<file path="config.mk">
export PLATFORM = sky130hd
export DESIGN_NAME = utf8_sequence_scrubber_flat
export DESIGN_NICKNAME = d
export VERILOG_FILES = /design/src/design/uss_pkg.sv /design/src/design/uss_if.sv /design/src/design/utf8_sequence_scrubber.sv /design/src/design/uss_front.sv /design/src/design/uss_queue.sv /design/src/design/uss_back.sv /design/src/flat_wrapper.sv
export SDC_FILE = /design/constraint.sdc
export NUM_CORES = 1
export LEC_CHECK = 0
export BUFFER_PORTS_ARGS = -buffer_cell sky130_fd_sc_hd__buf_2
export CELL_PAD_IN_SITES_DETAIL_PLACEMENT = 1
export CELL_PAD_IN_SITES_GLOBAL_PLACEMENT = 1
export CORE_ASPECT_RATIO = 0.6
export CORE_MARGIN = 4
export CORE_UTILIZATION = 25
export DETAILED_ROUTE_END_ITERATION = 10
export GPL_TIMING_DRIVEN = 0
export PLACE_DENSITY = 0.46
export SYNTH_ARGS = -nofsm -noshare
export SYNTH_HDL_FRONTEND = slang
export SYNTH_HIERARCHICAL = 1
export SYNTH_SLANG_ARGS = --single-unit
</file>
<file path="constraint.sdc">
create_clock -name clk -period 10.15 [get_ports clk]
set_input_delay 0.5075 -clock clk [delete_from_list [all_inputs] [get_ports clk]]
set_output_delay 0.5075 -clock clk [all_outputs]
set_load 0.005 [all_outputs]
</file>
<file path="src/design/uss_pkg.sv">
// uss_pkg: shared types, constants and helpers of the UTF-8 sequence scrubber.
// No dependencies; used by every other design file except uss_if.
`default_nettype none

package uss_pkg;

  // Byte class masks and match values
  localparam logic [7:0] ContMask  = 8'hC0;
  localparam logic [7:0] ContVal   = 8'h80;
  localparam logic [7:0] Lead2Mask = 8'hE0;
  localparam logic [7:0] Lead2Val  = 8'hC0;
  localparam logic [7:0] Lead3Mask = 8'hF0;
  localparam logic [7:0] Lead3Val  = 8'hE0;
  localparam logic [7:0] Lead4Mask = 8'hF8;
  localparam logic [7:0] Lead4Val  = 8'hF0;

  // Hold buffer and group sizes
  localparam int HoldDepth = 3;
  localparam int GrpLanes  = 4;

  // Queue between front and back
  localparam int QDepth = 4;
  localparam int QPtrW  = 2;
  localparam int QCntW  = 3;

  // One group of results caused by a single input item
  typedef struct packed {
    logic [GrpLanes-1:0][7:0] bytes;    // lane 0 is released first
    logic [1:0]               last_idx; // index of the final lane
    logic                     present;  // 0 for a bare end marker
    logic                     eos;      // string ends on the final lane
  } grp_t;

  // Sequence length announced by a lead byte, 0 when not a lead byte
  function automatic logic [2:0] lead_len(input logic [7:0] c);
    logic [2:0] len;
    len = 3'd0;
    if ((c & Lead2Mask) == Lead2Val) begin
      len = 3'd2;
    end else if ((c & Lead3Mask) == Lead3Val) begin
      len = 3'd3;
    end else if ((c & Lead4Mask) == Lead4Val) begin
      len = 3'd4;
    end
    return len;
  endfunction

endpackage

`default_nettype wire

</file>
<file path="src/design/uss_if.sv">
// uss_if: valid/ready channel interfaces for the scrubber's input and result items.
// No dependencies.
`default_nettype none

interface uss_in_if;
  logic       valid;
  logic       ready;
  logic [7:0] in_byte;
  logic       last_byte;

  modport source (output valid, output in_byte, output last_byte, input ready);
  modport sink   (input valid, input in_byte, input last_byte, output ready);
endinterface

interface uss_out_if;
  logic       valid;
  logic       ready;
  logic [7:0] out_byte;
  logic       byte_present;
  logic       end_of_string;

  modport source (output valid, output out_byte, output byte_present,
                  output end_of_string, input ready);
  modport sink   (input valid, input out_byte, input byte_present,
                  input end_of_string, output ready);
endinterface

`default_nettype wire

</file>
<file path="src/design/utf8_sequence_scrubber.sv">
// utf8_sequence_scrubber: top level of the UTF-8 scrubber.
// Depends on uss_pkg, uss_if, uss_front, uss_queue and uss_back.
//
// Usage:
//   in_ch  (sink)   takes one string byte per item, last_byte marks its end.
//   out_ch (source) gives one kept byte per item; a string that keeps no
//                   byte on its final input gets a bare end marker
//                   (byte_present 0). end_of_string flags the final item.
// Path: the first result of an input item goes into the group queue when
// the item is accepted, then into the output register, from which it can
// be taken. A multibyte sequence takes the same path after its final
// continuation byte, then follows at one byte per cycle unless held.
// Throughput: one input item and one result item per cycle unless stalled;
// the back half drains a group of up to four results at one per cycle,
// while a four-entry group queue lets the front keep accepting meanwhile.
// in_ch.ready drops only when that queue is full.
// Reset (rst_n low, synchronous) empties the queue and output register and
// drops any held sequence. When out_ch.ready is low the output item holds,
// the queue fills and then in_ch.ready falls; nothing is lost.
`default_nettype none

module utf8_sequence_scrubber (
  input  wire logic clk,
  input  wire logic rst_n,
  uss_in_if.sink    in_ch,
  uss_out_if.source out_ch
);
  import uss_pkg::*;

  grp_t grp;
  grp_t head_grp;
  logic grp_push;
  logic q_full;
  logic head_valid;
  logic pop;

  uss_front u_front (
    .clk      (clk),
    .rst_n    (rst_n),
    .in_ch    (in_ch),
    .q_full   (q_full),
    .grp      (grp),
    .grp_push (grp_push)
  );

  uss_queue u_queue (
    .clk        (clk),
    .rst_n      (rst_n),
    .push       (grp_push),
    .push_grp   (grp),
    .full       (q_full),
    .head_valid (head_valid),
    .head_grp   (head_grp),
    .pop        (pop)
  );

  uss_back u_back (
    .clk        (clk),
    .rst_n      (rst_n),
    .head_valid (head_valid),
    .head_grp   (head_grp),
    .pop        (pop),
    .out_ch     (out_ch)
  );

endmodule

`default_nettype wire

</file>
<file path="src/design/uss_front.sv">
// uss_front: accepts input items, tracks the held UTF-8 sequence and builds result groups.
// Depends on uss_pkg and uss_in_if.
`default_nettype none

module uss_front (
  input  wire logic        clk,
  input  wire logic        rst_n,
  uss_in_if.sink           in_ch,
  input  wire logic        q_full,
  output uss_pkg::grp_t    grp,
  output logic             grp_push
);
  import uss_pkg::*;

  logic [2:0] exp_r, exp_nxt;
  logic [1:0] cnt_r, cnt_nxt;
  logic [7:0] held_r   [HoldDepth];
  logic [7:0] held_nxt [HoldDepth];

  logic       accept;
  logic [7:0] c;
  logic       is_cont;
  logic       consumed;
  logic       emit_seq;
  logic [2:0] n;
  logic [2:0] len;
  logic [2:0] cnt_inc;

  assign in_ch.ready = !q_full;
  assign accept      = in_ch.valid && in_ch.ready;
  assign c           = in_ch.in_byte;
  assign is_cont     = (c & ContMask) == ContVal;
  assign len         = lead_len(c);
  assign cnt_inc     = {1'b0, cnt_r} + 3'd1;

  // Classify the byte against the held sequence
  always_comb begin
    consumed = 1'b0;
    emit_seq = 1'b0;
    n        = 3'd0;
    exp_nxt  = exp_r;
    cnt_nxt  = cnt_r;
    for (int i = 0; i < HoldDepth; i++) begin
      held_nxt[i] = held_r[i];
    end

    if (exp_r != 3'd0) begin
      if (is_cont) begin
        consumed = 1'b1;
        if (cnt_inc >= exp_r) begin
          // sequence complete: release held bytes plus this one
          emit_seq = 1'b1;
          n        = cnt_inc;
          exp_nxt  = 3'd0;
          cnt_nxt  = 2'd0;
        end else if (cnt_r < 2'd3) begin
          held_nxt[cnt_r] = c;
          cnt_nxt         = cnt_inc[1:0];
        end else begin
          exp_nxt = 3'd0;
          cnt_nxt = 2'd0;
        end
      end else begin
        // broken sequence: drop what is held, handle byte afresh
        exp_nxt = 3'd0;
        cnt_nxt = 2'd0;
      end
    end

    if (!consumed) begin
      if (!c[7]) begin
        n = 3'd1;
      end else if (len != 3'd0) begin
        held_nxt[0] = c;
        cnt_nxt     = 2'd1;
        exp_nxt     = len;
      end
    end

    // end of string always drops any partial sequence
    if (in_ch.last_byte) begin
      exp_nxt = 3'd0;
      cnt_nxt = 2'd0;
    end
  end

  // Assemble the result group
  always_comb begin
    for (int i = 0; i < HoldDepth; i++) begin
      grp.bytes[i] = (emit_seq && (i < int'(cnt_r))) ? held_r[i] : c;
    end
    grp.bytes[GrpLanes-1] = c;
    grp.present  = n != 3'd0;
    grp.last_idx = (n == 3'd0) ? 2'd0 : 2'(n - 3'd1);
    grp.eos      = in_ch.last_byte;
    if (n == 3'd0) begin
      grp.bytes[0] = 8'd0;
    end
    grp_push = accept && ((n != 3'd0) || in_ch.last_byte);
  end

  // Hold state
  always_ff @(posedge clk) begin
    if (!rst_n) begin
      exp_r <= 3'd0;
      cnt_r <= 2'd0;
    end else if (accept) begin
      exp_r <= exp_nxt;
      cnt_r <= cnt_nxt;
    end
  end

  always_ff @(posedge clk) begin
    if (accept) begin
      for (int i = 0; i < HoldDepth; i++) begin
        held_r[i] <= held_nxt[i];
      end
    end
  end

endmodule

`default_nettype wire

</file>
<file path="src/design/uss_queue.sv">
// uss_queue: small FIFO of result groups between the front and back halves.
// Depends on uss_pkg.
`default_nettype none

module uss_queue (
  input  wire logic        clk,
  input  wire logic        rst_n,
  input  wire logic        push,
  input  wire uss_pkg::grp_t push_grp,
  output logic             full,
  output logic             head_valid,
  output uss_pkg::grp_t    head_grp,
  input  wire logic        pop
);
  import uss_pkg::*;

  grp_t             mem_r [QDepth];
  logic [QPtrW-1:0] wr_ptr_r, rd_ptr_r;
  logic [QCntW-1:0] count_r;
  logic             do_push, do_pop;

  assign full       = count_r == QCntW'(QDepth);
  assign head_valid = count_r != '0;
  assign head_grp   = mem_r[rd_ptr_r];
  assign do_push    = push && !full;
  assign do_pop     = pop && head_valid;

  // Storage
  always_ff @(posedge clk) begin
    if (do_push) begin
      mem_r[wr_ptr_r] <= push_grp;
    end
  end

  // Pointers and fill count
  always_ff @(posedge clk) begin
    if (!rst_n) begin
      wr_ptr_r <= '0;
      rd_ptr_r <= '0;
      count_r  <= '0;
    end else begin
      if (do_push) begin
        wr_ptr_r <= wr_ptr_r + QPtrW'(1);
      end
      if (do_pop) begin
        rd_ptr_r <= rd_ptr_r + QPtrW'(1);
      end
      if (do_push && !do_pop) begin
        count_r <= count_r + QCntW'(1);
      end else if (do_pop && !do_push) begin
        count_r <= count_r - QCntW'(1);
      end
    end
  end

endmodule

`default_nettype wire

</file>
<file path="src/design/uss_back.sv">
// uss_back: serializes queued result groups into single result items.
// Depends on uss_pkg and uss_out_if.
`default_nettype none

module uss_back (
  input  wire logic        clk,
  input  wire logic        rst_n,
  input  wire logic        head_valid,
  input  wire uss_pkg::grp_t head_grp,
  output logic             pop,
  uss_out_if.source        out_ch
);
  import uss_pkg::*;

  logic [1:0] idx_r;
  logic       out_valid_r;
  logic [7:0] out_byte_r;
  logic       out_present_r;
  logic       out_eos_r;
  logic       load;
  logic       at_last;

  assign out_ch.valid         = out_valid_r;
  assign out_ch.out_byte      = out_byte_r;
  assign out_ch.byte_present  = out_present_r;
  assign out_ch.end_of_string = out_eos_r;

  // Output register is free or being emptied this cycle
  assign load    = !out_valid_r || out_ch.ready;
  assign at_last = idx_r == head_grp.last_idx;
  assign pop     = load && head_valid && at_last;

  // Lane index and output valid
  always_ff @(posedge clk) begin
    if (!rst_n) begin
      idx_r       <= 2'd0;
      out_valid_r <= 1'b0;
    end else if (load) begin
      out_valid_r <= head_valid;
      if (head_valid) begin
        idx_r <= at_last ? 2'd0 : idx_r + 2'd1;
      end
    end
  end

  // Output payload
  always_ff @(posedge clk) begin
    if (load && head_valid) begin
      out_byte_r    <= head_grp.bytes[idx_r];
      out_present_r <= head_grp.present;
      out_eos_r     <= head_grp.eos && at_last;
    end
  end

endmodule

`default_nettype wire
</file>
<file path="src/flat_wrapper.sv">
// flat-port wrapper written by rule: the top's interface ports become plain ports
module utf8_sequence_scrubber_flat import uss_pkg::*;
  (clk, rst_n, in_ch_valid, in_ch_in_byte, in_ch_last_byte, in_ch_ready, out_ch_valid, out_ch_out_byte, out_ch_byte_present, out_ch_end_of_string, out_ch_ready);
  uss_in_if in_ch_i ();
  uss_out_if out_ch_i ();
  input  wire logic clk;
  input  wire logic rst_n;
  input wire logic [$bits(in_ch_i.valid)-1:0] in_ch_valid;
  input wire logic [$bits(in_ch_i.in_byte)-1:0] in_ch_in_byte;
  input wire logic [$bits(in_ch_i.last_byte)-1:0] in_ch_last_byte;
  output wire logic [$bits(in_ch_i.ready)-1:0] in_ch_ready;
  output wire logic [$bits(out_ch_i.valid)-1:0] out_ch_valid;
  output wire logic [$bits(out_ch_i.out_byte)-1:0] out_ch_out_byte;
  output wire logic [$bits(out_ch_i.byte_present)-1:0] out_ch_byte_present;
  output wire logic [$bits(out_ch_i.end_of_string)-1:0] out_ch_end_of_string;
  input wire logic [$bits(out_ch_i.ready)-1:0] out_ch_ready;
  assign in_ch_i.valid = in_ch_valid;
  assign in_ch_i.in_byte = in_ch_in_byte;
  assign in_ch_i.last_byte = in_ch_last_byte;
  assign in_ch_ready = in_ch_i.ready;
  assign out_ch_valid = out_ch_i.valid;
  assign out_ch_out_byte = out_ch_i.out_byte;
  assign out_ch_byte_present = out_ch_i.byte_present;
  assign out_ch_end_of_string = out_ch_i.end_of_string;
  assign out_ch_i.ready = out_ch_ready;
  utf8_sequence_scrubber u_core (.clk(clk), .rst_n(rst_n), .in_ch(in_ch_i), .out_ch(out_ch_i));
endmodule
</file>
==> summary.md <==
| Metric | Value |
|---|---|
| Placer Congestion | 0.7552 |
| Critical path depth | 16 |
| # Post-CTS Setup Buffers | 0 |
| CTS buffer count | 17 |
| Vias in the first global route | 4482 |
| Die ar. | about 36000 sq um |
| Num rows | 51 |
| Slew at the pin closest to its max-slew limit | about 1.1 ns |
| Netlist cell types | between 50 and 60 |
| Lkg Pwr | around 3.1 nW |
| Die W | about 240 um |
| Starting density of the core | between 20% and 30% |
| H-tree Lvls | 4 |
| First-pass GRT wire length | 30.42 mm |
| Layout cells sized above 1 | between 30% and 40% |
| Chip height | roughly 150 um |
| Post-synthesis register bit count | between 150 and 200 |
| Slew headroom | between 20% and 30% |
| Register area | 5685 sq um |
| Pwr Density | 225.0 nW/um^2 |
| Cell count after synthesis | 443 |
| Largest fanout on the critical path | 10 |
| Total negative slack | 0 ns |
| Via count | between 4000 and 5000 |
| Setup-failing EPs final | 0 |
| Peak supply drop | 0.1142 mV |
| CTS tree | built |
| Inst Count DP | about 900 |
| Top cell by count, worst path | ha_1 |
| Clk sinks | around 200 |
| Crit. Startpoint | u_core/u_front/cnt_r[0]$_SDFFE_PN0P_ |
| Clock transition at path regs | ~0.070 ns |
| RSZ-0062 raised after global routing | false |
| Area of the core | approximately 32000 sq um |
| Fill count | around 3300 |
| Initial DRC count | 265 |
| Synth Warn # | 6 |
| Delay-heaviest family, CP | adder cells |
| Detailed Place HPWL | 13.72 mm |
| Mapped Nets | about 470 |
| Final cell count without fillers | between 900 and 1000 |
| Total GRT Usage | a little under an eighth |
| Post-Syn Area per Cell | 18.62 sq um |
| Syn Std Cell Area | 8247 sq um |
| DRT Wirelength | 20.56 mm |
| CP required | roughly 11 ns |
| Nets | ~520 |
| Final Hold Viols | 0 |
| Worst skew pair latency | roughly 0.45 ns |
| Max Fclk | roughly 240 MHz |
| Period Utilization, post-route | between 40% and 50% |
| Clock Tree Buf Depth | 2 |
| WL/cell | 22.18 um |
| Post-synthesis sequential area ratio | between 60% and 70% |
| Multi-input logic area | about 2300 sq um |
| Number of synthesized flops with an enable pin | 178 |
| CP endpoint | u_core/u_queue/count_r[2]$_SDFFE_PN0P_ |
| Largest net degree at the start of global routing | 20 |
| R2r startpoint | u_core/u_front/cnt_r[0]$_SDFFE_PN0P_ |
| WS Path Type | reg2reg |
| Clk Tree Root Cell | clkbuf_16 |
| CP max stage delay | ~0.52 ns |
| R2R depth | 16 |
| Gr ovfl total | 0 |
| CP Buf/Inv Count | 4 |
| Status | finished clean |
| Port Buf Inserts | 24 |
| DR DRC count | 0 |
| R2R Path End | u_core/u_queue/count_r[2]$_SDFFE_PN0P_ |
| Design Power | approximately 2.2 mW |
| Post-cts sizing count | 0 |
| Post-synth ARST share | 0% |
| Slew Viols, Final | 0 |
| Crit-path slowest cell | dfxtp_1 |
| Hold-critical path depth | 1 |
| Vias per cell | roughly 4.5 |
| R2R setup slack | approximately 6 ns |
| Max-cap violations | 0 |
| Main flop type after synthesis | edfxtp_1 |
| Crit path arrival time | ~4.6 ns |
| Final min period | around 4.2 ns |
| Antenna Cells | 0 |
| Worst Setup Start Kind | flip-flop |
| Initial DRT Pass Iterations | 4 |
| Worst hold-check path type | in2reg |
| Antenna Nets Post-Route | 0 |
| Worst path cell trace | inv_1 -> ha_1 -> ha_1 -> nand2_1 -> o21ai_2 -> a31oi_1 -> buf_2 -> a21oi_1 -> nor2b_1 -> buf_2 -> ha_1 -> inv_1 -> fa_1 -> xor2_1 -> or3_1 -> a21boi_0 |
| # IOs | 25 |
| Clock skew | 0.01533 ns |
| Area delta synth->final | 16.34% |
| Initial antenna violation count | 0 |
| Endpoint type of the worst setup path | flip-flop |
| CTS Hold Bufs | 0 |
## metal layers
metal  share of wire (%)  GRT usage, %  vias up
met1                  50         17.59     2247
li1                    -             -     1882
met5                   0             0        -
met4                0.76         3.102        0
met3                 5.0         3.153       12
met2                  44         17.39       74
## cells in the final DEF (no fill, tap or decap), types with 5 or more instances in the layout
| master | n |
|---|---|
| mux2_4 | 6 |
| nand3_1 | 8 |
| a21oi_1 | 11 |
| nand2_1 | 12 |
| mux4_1 | 5 |
| inv_1 | 15 |
| nor2_1 | 6 |
| ha_1 | 14 |
| mux4_2 | 39 |
| buf_2 | 31 |
| buf_12 | 7 |
| clkbuf_16 | 17 |
| edfxtp_1 | 178 |
| buf_4 | 9 |
| dfxtp_1 | 17 |
| and2_1 | 6 |
| a31oi_1 | 5 |
| mux2_2 | 14 |
| o21ai_0 | 10 |
## stage by stage
| stage | cell area, sq um | setup WS [ns] | utilization, % | hold WS (ns) |
|---|---|---|---|---|
| after floorplan | 8247 | 6.661 | - | 0.4677 |
| after detailed placement | 8982 | 5.968 | 27.66 | 0.5114 |
| after CTS | 9594 | 5.960 | 29.54 | 0.3461 |
| after global placement | 8897 | 5.109 | 27.39 | 0.4762 |
| final | 9594 | 5.927 | 29.54 | 0.3855 |
| after global routing | 9594 | 5.660 | 29.54 | 0.3671 |
## synth_stat cells, drive strengths merged (2+ instances only)
cell type | number | area (sq um)
a21boi | 3 | 22.52
nand4 | 2 | 12.51
o311ai | 2 | 17.52
inv | 15 | 56.30
a22o | 2 | 17.52
nor3 | 4 | 31.28
nor2 | 7 | 28.78
ha | 14 | 175.2
dfxtp | 17 | 340.3
and2 | 10 | 62.56
nand3 | 10 | 60.06
o31ai | 2 | 20.02
or4 | 2 | 15.01
mux2i | 3 | 30.03
or3 | 4 | 25.02
buf | 23 | 200.2
nor2b | 4 | 25.02
edfxtp | 178 | 5345
clkbuf | 3 | 12.51
nand2 | 12 | 45.04
mux2 | 20 | 247.7
xnor2 | 3 | 26.28
xor2 | 3 | 26.28
a31oi | 5 | 31.28
a21oi | 11 | 55.05
mux4 | 44 | 1010
o21ai | 11 | 58.81
a41o | 4 | 40.04
o21a | 2 | 15.01
nor3b | 4 | 35.03
and3 | 2 | 12.51
or2 | 2 | 12.51
nand2b | 4 | 32.53
## cells by family (layout without fill, tap and decap cells)
group | Yosys count | count (layout) | share of synthesized area [%]
multiplexers | 67 | 67 | 15.61
buffers and inverters | 41 | 101 | 3.262
AND/OR/NAND/NOR | 70 | 70 | 5.128
AO/OA/AOI/OAI | 49 | 49 | 4.051
adder cells (fa/ha/maj) | 15 | 15 | 2.367
XOR/XNOR | 6 | 6 | 0.6373
flip-flops | 195 | 195 | 68.94
## power breakdown
| group | internal [mW] | switching (mW) |
|---|---|---|
| sequential | 0.990 | 0.0385 |
| combinational | 0.190 | 0.230 |
| clock | 0.411 | 0.299 |
## worst reg2reg max path: cells and delay by family (launching register included)
kind            cells  cell delay, ns
compound gates      4            0.88
buf+inv             4            0.73
xor+xnor            1            0.16
fa+ha+maj           4            1.36
flops               1            0.52
simple gates        3            0.52
## cell type report
class | count | share of cell area (%)
Buffer | 26 | 2.217
Clock buffer | 18 | 4.473
Clock inverter | 14 | 1.904
Inverter | 15 | 0.5869
Multi-Input combinational cell | 207 | 23.94
Sequential cell | 195 | 59.26
Tap cell | 424 | 5.529
Timing Repair Buffer | 28 | 2.087
## how the worst min path moves through the flow
| stage | from | endpoint | slack [ns] |
|---|---|---|---|
| after CTS | in_ch_in_byte[0] | flip-flop | 0.35 |
| after floorplan | u_core/u_queue/wr_ptr_r[1]$_SDFFE_PN0P_ | u_core/u_queue/wr_ptr_r[1]$_SDFFE_PN0P_ | 0.47 |
| final | in_ch_in_byte[0] | flip-flop | 0.39 |
| after global placement | u_core/u_queue/wr_ptr_r[1]$_SDFFE_PN0P_ | u_core/u_queue/wr_ptr_r[1]$_SDFFE_PN0P_ | 0.48 |
| after global routing | in_ch_in_byte[0] | flip-flop | 0.37 |
| after detailed placement | u_core/u_queue/wr_ptr_r[1]$_SDFFE_PN0P_ | u_core/u_queue/wr_ptr_r[1]$_SDFFE_PN0P_ | 0.51 |
## sequential cells by signal, indices dropped and copies added (netlist names), named ones only
register,cells
u_core/u_queue/rd_ptr_r,2
u_core/u_front/exp_r,3
u_core/u_back/out_ch.end_of_string,1
u_core/u_back/out_ch.out_byte,8
u_core/u_queue/mem_r,144
u_core/u_front/cnt_r,2
u_core/u_queue/count_r,3
u_core/u_back/out_ch.valid,1
u_core/u_back/out_ch.byte_present,1
u_core/u_back/idx_r,2
u_core/u_queue/wr_ptr_r,2
u_core/u_front/held_r,8
(Power assumes the default switching activity.)
